### src/sha256_pkg.sv
// Package with SHA-256 constants, types and round functions.
`default_nettype none
package sha256_pkg;

  localparam int unsigned WordBits = 32;

  typedef logic [WordBits-1:0] word_t;

  function automatic word_t round_k(input logic [5:0] idx);
    word_t k;
    unique case (idx)
      6'd0: k = 32'h428a2f98;  6'd1: k = 32'h71374491;  6'd2: k = 32'hb5c0fbcf;
      6'd3: k = 32'he9b5dba5;  6'd4: k = 32'h3956c25b;  6'd5: k = 32'h59f111f1;
      6'd6: k = 32'h923f82a4;  6'd7: k = 32'hab1c5ed5;  6'd8: k = 32'hd807aa98;
      6'd9: k = 32'h12835b01;  6'd10: k = 32'h243185be; 6'd11: k = 32'h550c7dc3;
      6'd12: k = 32'h72be5d74; 6'd13: k = 32'h80deb1fe; 6'd14: k = 32'h9bdc06a7;
      6'd15: k = 32'hc19bf174; 6'd16: k = 32'he49b69c1; 6'd17: k = 32'hefbe4786;
      6'd18: k = 32'h0fc19dc6; 6'd19: k = 32'h240ca1cc; 6'd20: k = 32'h2de92c6f;
      6'd21: k = 32'h4a7484aa; 6'd22: k = 32'h5cb0a9dc; 6'd23: k = 32'h76f988da;
      6'd24: k = 32'h983e5152; 6'd25: k = 32'ha831c66d; 6'd26: k = 32'hb00327c8;
      6'd27: k = 32'hbf597fc7; 6'd28: k = 32'hc6e00bf3; 6'd29: k = 32'hd5a79147;
      6'd30: k = 32'h06ca6351; 6'd31: k = 32'h14292967; 6'd32: k = 32'h27b70a85;
      6'd33: k = 32'h2e1b2138; 6'd34: k = 32'h4d2c6dfc; 6'd35: k = 32'h53380d13;
      6'd36: k = 32'h650a7354; 6'd37: k = 32'h766a0abb; 6'd38: k = 32'h81c2c92e;
      6'd39: k = 32'h92722c85; 6'd40: k = 32'ha2bfe8a1; 6'd41: k = 32'ha81a664b;
      6'd42: k = 32'hc24b8b70; 6'd43: k = 32'hc76c51a3; 6'd44: k = 32'hd192e819;
      6'd45: k = 32'hd6990624; 6'd46: k = 32'hf40e3585; 6'd47: k = 32'h106aa070;
      6'd48: k = 32'h19a4c116; 6'd49: k = 32'h1e376c08; 6'd50: k = 32'h2748774c;
      6'd51: k = 32'h34b0bcb5; 6'd52: k = 32'h391c0cb3; 6'd53: k = 32'h4ed8aa4a;
      6'd54: k = 32'h5b9cca4f; 6'd55: k = 32'h682e6ff3; 6'd56: k = 32'h748f82ee;
      6'd57: k = 32'h78a5636f; 6'd58: k = 32'h84c87814; 6'd59: k = 32'h8cc70208;
      6'd60: k = 32'h90befffa; 6'd61: k = 32'ha4506ceb; 6'd62: k = 32'hbef9a3f7;
      default: k = 32'hc67178f2;
    endcase
    return k;
  endfunction

  function automatic word_t init_hash(input logic [2:0] idx);
    word_t h;
    unique case (idx)
      3'd0: h = 32'h6a09e667; 3'd1: h = 32'hbb67ae85; 3'd2: h = 32'h3c6ef372;
      3'd3: h = 32'ha54ff53a; 3'd4: h = 32'h510e527f; 3'd5: h = 32'h9b05688c;
      3'd6: h = 32'h1f83d9ab; default: h = 32'h5be0cd19;
    endcase
    return h;
  endfunction

  function automatic word_t rotr(input word_t x, input int unsigned n);
    return (x >> n) | (x << (WordBits - n));
  endfunction

  // Commands from the controller to the datapath.
  typedef struct packed {
    logic       load_byte;   // write in_data_byte at the fill position
    logic       pad_byte;    // write 0x80 at the fill position
    logic       clear_tail;  // zero bytes after the fill position
    logic       clear_all;   // zero every byte
    logic       put_length;  // write the bit length into the last eight bytes
    logic       start_comp;  // load working variables, clear fill and round counts
    logic       round;       // run one round
    logic       finish_comp; // fold working variables into the hash
    logic       reset_msg;   // restore initial hash, counts to zero
    logic       shift_out;   // rotate the hash toward word 0 after a word is sent
  } sha_cmd_t;

  typedef struct packed {
    logic       block_full;  // 64 bytes are pending
    logic       need_extra;  // 56 or more bytes pending at the end
    logic       rounds_done; // round 63 is in progress
  } sha_sts_t;

endpackage
`default_nettype wire

### src/sha256_if.sv
// Valid/ready channel interfaces for the hasher.
`default_nettype none
interface sha256_in_if;
  logic       valid;
  logic       ready;
  logic [7:0] data_byte;
  logic       has_byte;
  logic       final_byte;
  modport source (output valid, data_byte, has_byte, final_byte, input ready);
  modport sink (input valid, data_byte, has_byte, final_byte, output ready);
endinterface

interface sha256_out_if;
  logic        valid;
  logic        ready;
  logic [31:0] digest_word;
  logic [2:0]  word_index;
  logic        last_word;
  modport source (output valid, digest_word, word_index, last_word, input ready);
  modport sink (input valid, digest_word, word_index, last_word, output ready);
endinterface
`default_nettype wire

### src/sha256_datapath.sv
// Message block, message schedule, round logic and hash state.
`default_nettype none
module sha256_datapath
  import sha256_pkg::*;
#(
  parameter int unsigned LENGTH_COUNT_BITS = 61
) (
  input  wire logic     clk,
  input  wire logic     rst_n,
  input  wire sha_cmd_t cmd,
  input  wire logic [7:0] data_byte,
  output sha_sts_t      sts,
  output word_t         hash0
);

  // The message bytes are packed straight into the sixteen-word schedule window,
  // big-endian within each word; the rounds then turn it into the rolling schedule.
  word_t w_r [16];
  word_t w_nxt [16];
  word_t v_r [8];
  word_t h_r [8];
  logic [LENGTH_COUNT_BITS-1:0] cnt_r;
  logic [6:0] fill_r;
  logic [5:0] rnd_r;

  logic [63:0] bit_len;
  word_t w_new, t1, t2, s0, s1, w15, w2;

  assign bit_len = 64'(cnt_r) << 3;
  assign w15 = w_r[1];
  assign w2  = w_r[14];
  assign s0 = rotr(w15, 7) ^ rotr(w15, 18) ^ (w15 >> 3);
  assign s1 = rotr(w2, 17) ^ rotr(w2, 19) ^ (w2 >> 10);
  assign w_new = w_r[0] + s0 + w_r[9] + s1;
  // w_r[0] is always the word of the current round; the window shifts each round.
  assign t1 = v_r[7] + (rotr(v_r[4], 6) ^ rotr(v_r[4], 11) ^ rotr(v_r[4], 25))
            + ((v_r[4] & v_r[5]) ^ (~v_r[4] & v_r[6])) + round_k(rnd_r) + w_r[0];
  assign t2 = (rotr(v_r[0], 2) ^ rotr(v_r[0], 13) ^ rotr(v_r[0], 22))
            + ((v_r[0] & v_r[1]) ^ (v_r[0] & v_r[2]) ^ (v_r[1] & v_r[2]));

  assign sts.block_full  = fill_r[6];
  assign sts.need_extra  = (fill_r[5:0] >= 6'd56);
  assign sts.rounds_done = (rnd_r == 6'd63);
  assign hash0 = h_r[0];

  always_comb begin
    for (int i = 0; i < 16; i++) begin
      w_nxt[i] = w_r[i];
    end
    for (int i = 0; i < 64; i++) begin
      if (cmd.clear_all || (cmd.clear_tail && 6'(i) > fill_r[5:0])) begin
        w_nxt[4'(i >> 2)][8 * (3 - (i & 3)) +: 8] = 8'h00;
      end
    end
    if (cmd.load_byte) begin
      w_nxt[fill_r[5:2]][{~fill_r[1:0], 3'b000} +: 8] = data_byte;
    end
    if (cmd.pad_byte) begin
      w_nxt[fill_r[5:2]][{~fill_r[1:0], 3'b000} +: 8] = 8'h80;
    end
    if (cmd.put_length) begin
      w_nxt[14] = bit_len[63:32];
      w_nxt[15] = bit_len[31:0];
    end
    if (cmd.round) begin
      for (int i = 0; i < 15; i++) begin
        w_nxt[i] = w_r[i+1];
      end
      w_nxt[15] = w_new;
    end
  end

  always_ff @(posedge clk) begin
    for (int i = 0; i < 16; i++) begin
      w_r[i] <= w_nxt[i];
    end
    if (cmd.start_comp) begin
      for (int i = 0; i < 8; i++) begin
        v_r[i] <= h_r[i];
      end
    end
    if (cmd.round) begin
      v_r[7] <= v_r[6];
      v_r[6] <= v_r[5];
      v_r[5] <= v_r[4];
      v_r[4] <= v_r[3] + t1;
      v_r[3] <= v_r[2];
      v_r[2] <= v_r[1];
      v_r[1] <= v_r[0];
      v_r[0] <= t1 + t2;
    end
  end

  always_ff @(posedge clk) begin
    if (!rst_n || cmd.reset_msg) begin
      for (int i = 0; i < 8; i++) begin
        h_r[i] <= init_hash(3'(i));
      end
      cnt_r  <= '0;
      fill_r <= '0;
      rnd_r  <= '0;
    end else begin
      if (cmd.load_byte) begin
        fill_r <= fill_r + 7'd1;
        cnt_r  <= cnt_r + {{(LENGTH_COUNT_BITS-1){1'b0}}, 1'b1};
      end
      if (cmd.start_comp) begin
        fill_r <= '0;
        rnd_r  <= '0;
      end
      if (cmd.round) begin
        rnd_r <= rnd_r + 6'd1;
      end
      if (cmd.finish_comp) begin
        for (int i = 0; i < 8; i++) begin
          h_r[i] <= h_r[i] + v_r[i];
        end
      end
      if (cmd.shift_out) begin
        for (int i = 0; i < 7; i++) begin
          h_r[i] <= h_r[i+1];
        end
        h_r[7] <= h_r[0];
      end
    end
  end

endmodule
`default_nettype wire

### src/sha256_ctrl.sv
// Controller state machine sequencing bytes, padding, rounds and output.
`default_nettype none
module sha256_ctrl
  import sha256_pkg::*;
(
  input  wire logic     clk,
  input  wire logic     rst_n,
  input  wire logic     in_valid,
  input  wire logic     has_byte,
  input  wire logic     final_byte,
  output logic          in_ready,
  output logic          out_valid,
  input  wire logic     out_ready,
  output logic [2:0]    word_index,
  output sha_cmd_t      cmd,
  input  wire sha_sts_t sts
);

  typedef enum logic [7:0] {
    ST_IDLE  = 8'b0000_0001,
    ST_CHECK = 8'b0000_0010,
    ST_ROUND = 8'b0000_0100,
    ST_FOLD  = 8'b0000_1000,
    ST_PAD   = 8'b0001_0000,
    ST_LEN   = 8'b0010_0000,
    ST_START = 8'b0100_0000,
    ST_OUT   = 8'b1000_0000
  } state_t;

  state_t state_r, state_nxt;
  logic final_r, final_nxt;   // the message end is pending
  logic last_r, last_nxt;     // the running compression holds the length
  logic [2:0] idx_r, idx_nxt;
  // Set from the padding of a long tail until the length block is written.
  logic pend_extra_r, pend_extra_nxt;

  assign in_ready   = (state_r == ST_IDLE);
  assign out_valid  = (state_r == ST_OUT);
  assign word_index = idx_r;

  always_comb begin
    state_nxt = state_r;
    final_nxt = final_r;
    last_nxt  = last_r;
    idx_nxt   = idx_r;
    cmd       = '0;
    unique case (state_r)
      ST_IDLE: begin
        if (in_valid) begin
          cmd.load_byte = has_byte;
          final_nxt = final_byte;
          if (has_byte || final_byte) begin
            state_nxt = ST_CHECK;
          end
        end
      end
      ST_CHECK: begin
        if (sts.block_full) begin
          state_nxt = ST_START;
        end else if (final_r) begin
          state_nxt = ST_PAD;
        end else begin
          state_nxt = ST_IDLE;
        end
      end
      ST_PAD: begin
        cmd.pad_byte   = 1'b1;
        cmd.clear_tail = 1'b1;
        final_nxt = 1'b0;
        state_nxt = sts.need_extra ? ST_START : ST_LEN;
        last_nxt  = !sts.need_extra;
        if (!sts.need_extra) begin
          state_nxt = ST_LEN;
        end
      end
      ST_LEN: begin
        // After the extra block of a long tail the whole block is zeroed first.
        cmd.put_length = 1'b1;
        cmd.clear_all  = pend_extra_r;
        last_nxt  = 1'b1;
        state_nxt = ST_START;
      end
      ST_START: begin
        cmd.start_comp = 1'b1;
        state_nxt = ST_ROUND;
      end
      ST_ROUND: begin
        cmd.round = 1'b1;
        if (sts.rounds_done) begin
          state_nxt = ST_FOLD;
        end
      end
      ST_FOLD: begin
        cmd.finish_comp = 1'b1;
        if (last_r) begin
          last_nxt  = 1'b0;
          idx_nxt   = '0;
          state_nxt = ST_OUT;
        end else if (final_r) begin
          state_nxt = ST_PAD;
        end else if (pend_extra_r) begin
          state_nxt = ST_LEN;
        end else begin
          state_nxt = ST_IDLE;
        end
      end
      ST_OUT: begin
        if (out_ready) begin
          cmd.shift_out = 1'b1;
          idx_nxt = idx_r + 3'd1;
          if (idx_r == 3'd7) begin
            cmd.reset_msg = 1'b1;
            state_nxt = ST_IDLE;
          end
        end
      end
      default: state_nxt = ST_IDLE;
    endcase
  end

  always_comb begin
    pend_extra_nxt = pend_extra_r;
    if (state_r == ST_PAD) begin
      pend_extra_nxt = sts.need_extra;
    end else if (state_r == ST_LEN) begin
      pend_extra_nxt = 1'b0;
    end
  end

  always_ff @(posedge clk) begin
    if (!rst_n) begin
      state_r      <= ST_IDLE;
      final_r      <= 1'b0;
      last_r       <= 1'b0;
      idx_r        <= '0;
      pend_extra_r <= 1'b0;
    end else begin
      state_r      <= state_nxt;
      final_r      <= final_nxt;
      last_r       <= last_nxt;
      idx_r        <= idx_nxt;
      pend_extra_r <= pend_extra_nxt;
    end
  end

endmodule
`default_nettype wire

### src/sha256_message_hasher.sv
// Top level of the byte-serial SHA-256 message hasher.
//
//   Channel | Direction | Payload                                | Handshake
//   in_     | sink      | data_byte[7:0], has_byte, final_byte   | in_valid / in_ready
//   out_    | source    | digest_word[31:0], word_index, last_word | out_valid / out_ready
//
// A byte request is stored, then the block fill is checked.
// A request with neither byte nor end mark changes nothing.
// A full block is loaded into the working variables, run through 64 rounds on a
// single round unit and then folded into the hash.
// A final request adds a padding step, a length step and one or two compressions,
// then eight digest words, one per accepted output request. Reset is synchronous and
// active low; it restores the initial hash and clears the counts. The output stalls
// hold the current word and no input request is accepted until the digest has been
// fully taken.
// The extra block of a long tail is compressed after padding; its compression is followed
// by a clear of the whole buffer and the length write.
`default_nettype none
module sha256_message_hasher
  import sha256_pkg::*;
#(
  parameter int unsigned LENGTH_COUNT_BITS = 61
) (
  input  wire logic clk,
  input  wire logic rst_n,
  sha256_in_if.sink    in_ch,
  sha256_out_if.source out_ch
);

  sha_cmd_t cmd;
  sha_sts_t sts;
  word_t    hash0;
  logic [2:0] idx;

  sha256_ctrl u_ctrl (
    .clk        (clk),
    .rst_n      (rst_n),
    .in_valid   (in_ch.valid),
    .has_byte   (in_ch.has_byte),
    .final_byte (in_ch.final_byte),
    .in_ready   (in_ch.ready),
    .out_valid  (out_ch.valid),
    .out_ready  (out_ch.ready),
    .word_index (idx),
    .cmd        (cmd),
    .sts        (sts)
  );

  sha256_datapath #(
    .LENGTH_COUNT_BITS (LENGTH_COUNT_BITS)
  ) u_dp (
    .clk       (clk),
    .rst_n     (rst_n),
    .cmd       (cmd),
    .data_byte (in_ch.data_byte),
    .sts       (sts),
    .hash0     (hash0)
  );

  assign out_ch.digest_word = hash0;
  assign out_ch.word_index  = idx;
  assign out_ch.last_word   = (idx == 3'd7);

endmodule
`default_nettype wire

### src/flat_wrapper.sv
// flat-port wrapper written by rule: the top's interface ports become plain ports
module sha256_message_hasher_flat import sha256_pkg::*;
#(
  parameter int unsigned LENGTH_COUNT_BITS = 61
)
  (clk, rst_n, in_ch_valid, in_ch_data_byte, in_ch_has_byte, in_ch_final_byte, in_ch_ready, out_ch_valid, out_ch_digest_word, out_ch_word_index, out_ch_last_word, out_ch_ready);
  sha256_in_if in_ch_i ();
  sha256_out_if out_ch_i ();
  input  wire logic clk;
  input  wire logic rst_n;
  input wire logic [$bits(in_ch_i.valid)-1:0] in_ch_valid;
  input wire logic [$bits(in_ch_i.data_byte)-1:0] in_ch_data_byte;
  input wire logic [$bits(in_ch_i.has_byte)-1:0] in_ch_has_byte;
  input wire logic [$bits(in_ch_i.final_byte)-1:0] in_ch_final_byte;
  output wire logic [$bits(in_ch_i.ready)-1:0] in_ch_ready;
  output wire logic [$bits(out_ch_i.valid)-1:0] out_ch_valid;
  output wire logic [$bits(out_ch_i.digest_word)-1:0] out_ch_digest_word;
  output wire logic [$bits(out_ch_i.word_index)-1:0] out_ch_word_index;
  output wire logic [$bits(out_ch_i.last_word)-1:0] out_ch_last_word;
  input wire logic [$bits(out_ch_i.ready)-1:0] out_ch_ready;
  assign in_ch_i.valid = in_ch_valid;
  assign in_ch_i.data_byte = in_ch_data_byte;
  assign in_ch_i.has_byte = in_ch_has_byte;
  assign in_ch_i.final_byte = in_ch_final_byte;
  assign in_ch_ready = in_ch_i.ready;
  assign out_ch_valid = out_ch_i.valid;
  assign out_ch_digest_word = out_ch_i.digest_word;
  assign out_ch_word_index = out_ch_i.word_index;
  assign out_ch_last_word = out_ch_i.last_word;
  assign out_ch_i.ready = out_ch_ready;
  sha256_message_hasher #(.LENGTH_COUNT_BITS(LENGTH_COUNT_BITS)) u_core (.clk(clk), .rst_n(rst_n), .in_ch(in_ch_i), .out_ch(out_ch_i));
endmodule
### config.mk
export PLATFORM = sky130hd
export DESIGN_NAME = sha256_message_hasher_flat
export DESIGN_NICKNAME = d
export VERILOG_FILES = /design/src/sha256_pkg.sv /design/src/sha256_if.sv /design/src/sha256_datapath.sv /design/src/sha256_ctrl.sv /design/src/sha256_message_hasher.sv /design/src/flat_wrapper.sv
export SDC_FILE = /design/constraint.sdc
export NUM_CORES = 2
export LEC_CHECK = 0
export BUFFER_PORTS_ARGS = -buffer_cell sky130_fd_sc_hd__buf_2
export CAP_MARGIN = 20
export CORE_ASPECT_RATIO = 1.2
export CORE_MARGIN = 2
export CORE_UTILIZATION = 45
export CTS_BUF_LIST = sky130_fd_sc_hd__clkbuf_8
export DETAILED_ROUTE_END_ITERATION = 10
export GPL_TIMING_DRIVEN = 0
export PLACE_DENSITY_LB_ADDON = 0.12
export SYNTH_ARGS = -nofsm -noshare
export SYNTH_HDL_FRONTEND = slang
export SYNTH_SLANG_ARGS = --single-unit
### constraint.sdc
create_clock -name clk -period 33.2 [get_ports clk]
set_input_delay 3.32 -clock clk [delete_from_list [all_inputs] [get_ports clk]]
set_output_delay 3.32 -clock clk [all_outputs]
set_load 0.03 [all_outputs]
==> flow_summary.json <==
{
  "slew_viol_final": 0,
  "routabilityCongestion": 1.03,
  "cts_sinks": 1144,
  "internal_power_mw": 3.00,
  "final_common_cell": "nand2_1",
  "synth_nets": 9492,
  "p_leak_nw": 33.4,
  "async_flop_share_pct": 0,
  "first_global_vias": 68100,
  "die_x_um": 377,
  "dp_hpwl_mm": 287,
  "core_area_sq_mm": 0.166,
  "io_pins": 52,
  "htree_levels": 4,
  "grt_antenna_before_repair": 26,
  "grt-ovfl-total": 0,
  "hold_class": "flip-flop to flip-flop",
  "cts_buffer_depth": 3,
  "cp-start-kind": "flip-flop",
  "max_freq_mhz": 97.3,
  "slew_headroom_pct": 14.0,
  "drc": 0,
  "r2r-start": "u_core.u_dp.v_r[0][141]$_DFFE_PN_",
  "hold_path_end": "u_core.u_dp.w_r[0][182]$_DFF_P_",
  "synth_warnings": 0,
  "grtUsageTotal_pct": 41.6,
  "hold_viol": 0,
  "synth-seq-cells": 1144,
  "grt_max_degree": 53,
  "initial_core_util_pct": 45.2,
  "rrSetupSlack_ns": 22.93,
  "powerDensity_mw_per_mm2": 60.6,
  "reg2reg_depth": 30,
  "cts_tree": "yes",
  "crit_start": "u_core.u_dp.v_r[0][141]$_DFFE_PN_",
  "port_buffers": 50,
  "tightest_slew_ns": 1.29,
  "syn-mean-instance-area_sq_um": 8.47,
  "clk_latency_ns": 1.01,
  "die_area_sq_mm": 0.171,
  "pwr-share-comb_pct": 41.1,
  "drtAntennaViolNets": 0,
  "hold_depth": 2,
  "grtUsageMet2_pct": 60.3,
  "numCtsBuffers": 197,
  "skew_ns": 0.0583,
  "wire_per_inst_um": 31.3,
  "use_met3_pct": 10.5,
  "crit_type": "flip-flop to flip-flop",
  "drv_cap": 0,
  "dr_total_vias": 72800,
  "crit_path_max_incr_delay_ns": 0.87,
  "layoutNonFillerInstCount": 11600,
  "grt_pass1_wl_mm": 505,
  "cts_resized": 0,
  "synth_cells": 8887,
  "ff_latch_area_sq_mm": 0.0280,
  "synth_edf_count": 512,
  "areaGrowthSynthToFinish_pct": 10.8,
  "synth_ff_type": "dfxtp_1",
  "multiInputGateArea_sq_mm": 0.0439,
  "nets": 9799,
  "first_pass_iters": 8,
  "use_met1_pct": 54.8,
  "period_needed_ns": 10.27,
  "synth-seq-area-share_pct": 37.2,
  "arrival_ns": 10.99,
  "clkPwrFrac_pct": 27.6,
  "post_cts_buffers": 0,
  "busiest_layer": "met2",
  "ctsHoldBuffers": 0,
  "seqPwrFrac_pct": 31.4,
  "r2r_end": "u_core.u_dp.v_r[0][31]$_DFFE_PN_",
  "tns_ns": 0,
  "placedCellCount": 11200,
  "switchingPower_mw": 2.06,
  "p_sw_share_pct": 40.7,
  "ys_types": 97,
  "syn_area_sq_mm": 0.0753,
  "root_buffer": "clkbuf_8",
  "fill_cells": 16300,
  "clkTransAtPathRegs_ns": 0.07,
  "fp-row-count": 164,
  "cp_max_fo": 5,
  "drive_gt1_share_pct": 5.89,
  "fin_ws_ns": 22.93,
  "routed_via_density": 6.28,
  "ir_drop_mv": 0.0530,
  "setup_violations": 0,
  "die_h_um": 452,
  "rsz0062_at_grt": "no",
  "place_ws_ns": 23.37,
  "cp-end-kind": "flip-flop",
  "final_cell_mix": "1547 x nand2_1, 891 x o21ai_0, 775 x nor2_1, 660 x a21oi_1, 632 x dfxtp_1",
  "critPathSlowestCell": "xor2_2",
  "hold_start": "u_core.u_dp.w_r[0][214]$_DFF_P_",
  "initialDrtViolationCount": 10500,
  "status": "completed",
  "post-route-period-util_pct": 30.9,
  "routed_wirelength_mm": 364,
  "cp.required_ns": 33.92
}
[power groups by stage]
| stage | combinational, mW | sequential, mW | clock, mW |
|---|---|---|---|
| floorplan | 1.35 | 1.57 | 0 |
| global placement | 1.96 | 1.61 | 0 |
| detailed placement | 1.99 | 1.61 | 0 |
| CTS | 2.01 | 1.58 | 1.40 |
| global route | 2.23 | 1.59 | 1.46 |
| finish | 2.08 | 1.59 | 1.40 |
[state kept, by name (all words and copies together) (netlist names), named ones only]
register	count
u_core.u_ctrl.pend_extra_r	1
u_core.u_dp.rnd_r	6
u_core.u_dp.v_r	256
u_core.u_dp.w_r	512
u_core.u_dp.cnt_r	61
u_core.u_ctrl.word_index	3
u_core.u_ctrl.final_r	1
u_core.u_ctrl.last_r	1
u_core.u_dp.fill_r	7
u_core.u_ctrl.state_r	8
u_core.u_dp.h_r	256
[worst max-delay path, delay by kind of cell (launching register included)]
| kind | cells | cell delay [ns] |
|---|---|---|
| xor+xnor | 5 | 1.69 |
| fa+ha+maj | 6 | 2.68 |
| flops | 1 | 0.35 |
| simple gates | 2 | 0.40 |
| buf+inv | 5 | 0.95 |
| compound gates | 12 | 3.91 |
[per-stage QoR]
| step | power [mW] | instance area, sq um | util, % | hold slack, ns |
|---|---|---|---|---|
| after global routing | 5.28 | 83400 | 50.1 | 0.472 |
| final | 5.06 | 83400 | 50.1 | 0.440 |
| after detailed placement | 3.60 | 79200 | 47.6 | 0.440 |
| after floorplan | 2.92 | 75300 | - | 0.424 |
| after CTS | 4.99 | 83300 | 50.1 | 0.455 |
| after global placement | 3.57 | 78300 | 47.1 | 0.437 |
[final cells by class]
type,instances,area share (%)
flip-flops and latches,1144,33.6
multi-input cells,6879,52.6
plain buffers,532,2.61
diodes,9,0.0270
clock inverters,137,1.24
clock buffers,222,3.66
inverters,332,1.49
well taps,2241,3.36
repair buffers,108,1.39
[routing by layer]
| metal | wire length, um | part of all wire (%) | up-vias |
|---|---|---|---|
| li1 | - | - | 32000 |
| met1 | 145000 | 40 | 35400 |
| met2 | 151000 | 41 | 4387 |
| met3 | 39700 | 11 | 1073 |
| met4 | 28300 | 7.8 | 24 |
| met5 | 166 | 0.046 | - |
[kinds of logic after synthesis]
kind of cell / count (synthesis) / share of synthesized area, %
and+or+nand+nor: 2882 / 16.0
AOI/OAI and AO/OA: 2727 / 22.4
DFF: 1144 / 37.2
buffers and inverters: 864 / 4.54
xor gates and xnor gates: 634 / 7.38
adders and majority gates: 595 / 11.8
muxes: 41 / 0.593
[cells in the mapped netlist (29+ instances only)]
master | number | share of area (%)
nor2b_1 | 42 | 0.35
xnor2_1 | 398 | 4.6
o21ai_1 | 68 | 0.45
a31oi_1 | 73 | 0.61
nand2_1 | 1550 | 7.7
dfxtp_1 | 632 | 17
o21a_1 | 53 | 0.53
nor2_1 | 776 | 3.9
nor3_1 | 113 | 0.75
a21oi_1 | 661 | 4.4
or3_1 | 42 | 0.35
ha_1 | 396 | 6.6
edfxtp_1 | 512 | 20
nand3_1 | 88 | 0.59
xor2_1 | 236 | 2.7
clkbuf_1 | 403 | 2.0
o21bai_1 | 37 | 0.37
a221oi_1 | 59 | 0.69
nand2b_1 | 61 | 0.51
a221o_1 | 40 | 0.53
inv_1 | 327 | 1.6
buf_1 | 62 | 0.31
buf_4 | 35 | 0.35
and3_1 | 42 | 0.35
a211oi_1 | 69 | 0.69
o21ai_0 | 891 | 5.9
fa_1 | 195 | 5.2
mux2_2 | 29 | 0.43
o22a_1 | 38 | 0.44
buf_2 | 30 | 0.20
a21o_1 | 217 | 2.2
a22oi_1 | 224 | 2.2
nand4_1 | 34 | 0.28
o31ai_1 | 31 | 0.31
o211ai_1 | 49 | 0.49
and2_1 | 55 | 0.46
[worst max-delay path by stage]
| stage | slack (ns) | depth (start not counted) | to |
|---|---|---|---|
| floorplan | 18.69 | 8 | u_core.u_ctrl.state_r[0]$_SDFFE_PN1P_ |
| global placement | 10.44 | 8 | u_core.u_ctrl.state_r[0]$_SDFFE_PN1P_ |
| detailed placement | 23.37 | 30 | u_core.u_dp.v_r[0][31]$_DFFE_PN_ |
| CTS | 23.25 | 30 | u_core.u_dp.v_r[0][31]$_DFFE_PN_ |
| global route | 22.77 | 30 | u_core.u_dp.v_r[0][31]$_DFFE_PN_ |
| finish | 22.93 | 30 | u_core.u_dp.v_r[0][31]$_DFFE_PN_ |
Power figures use the tool's default switching activity.
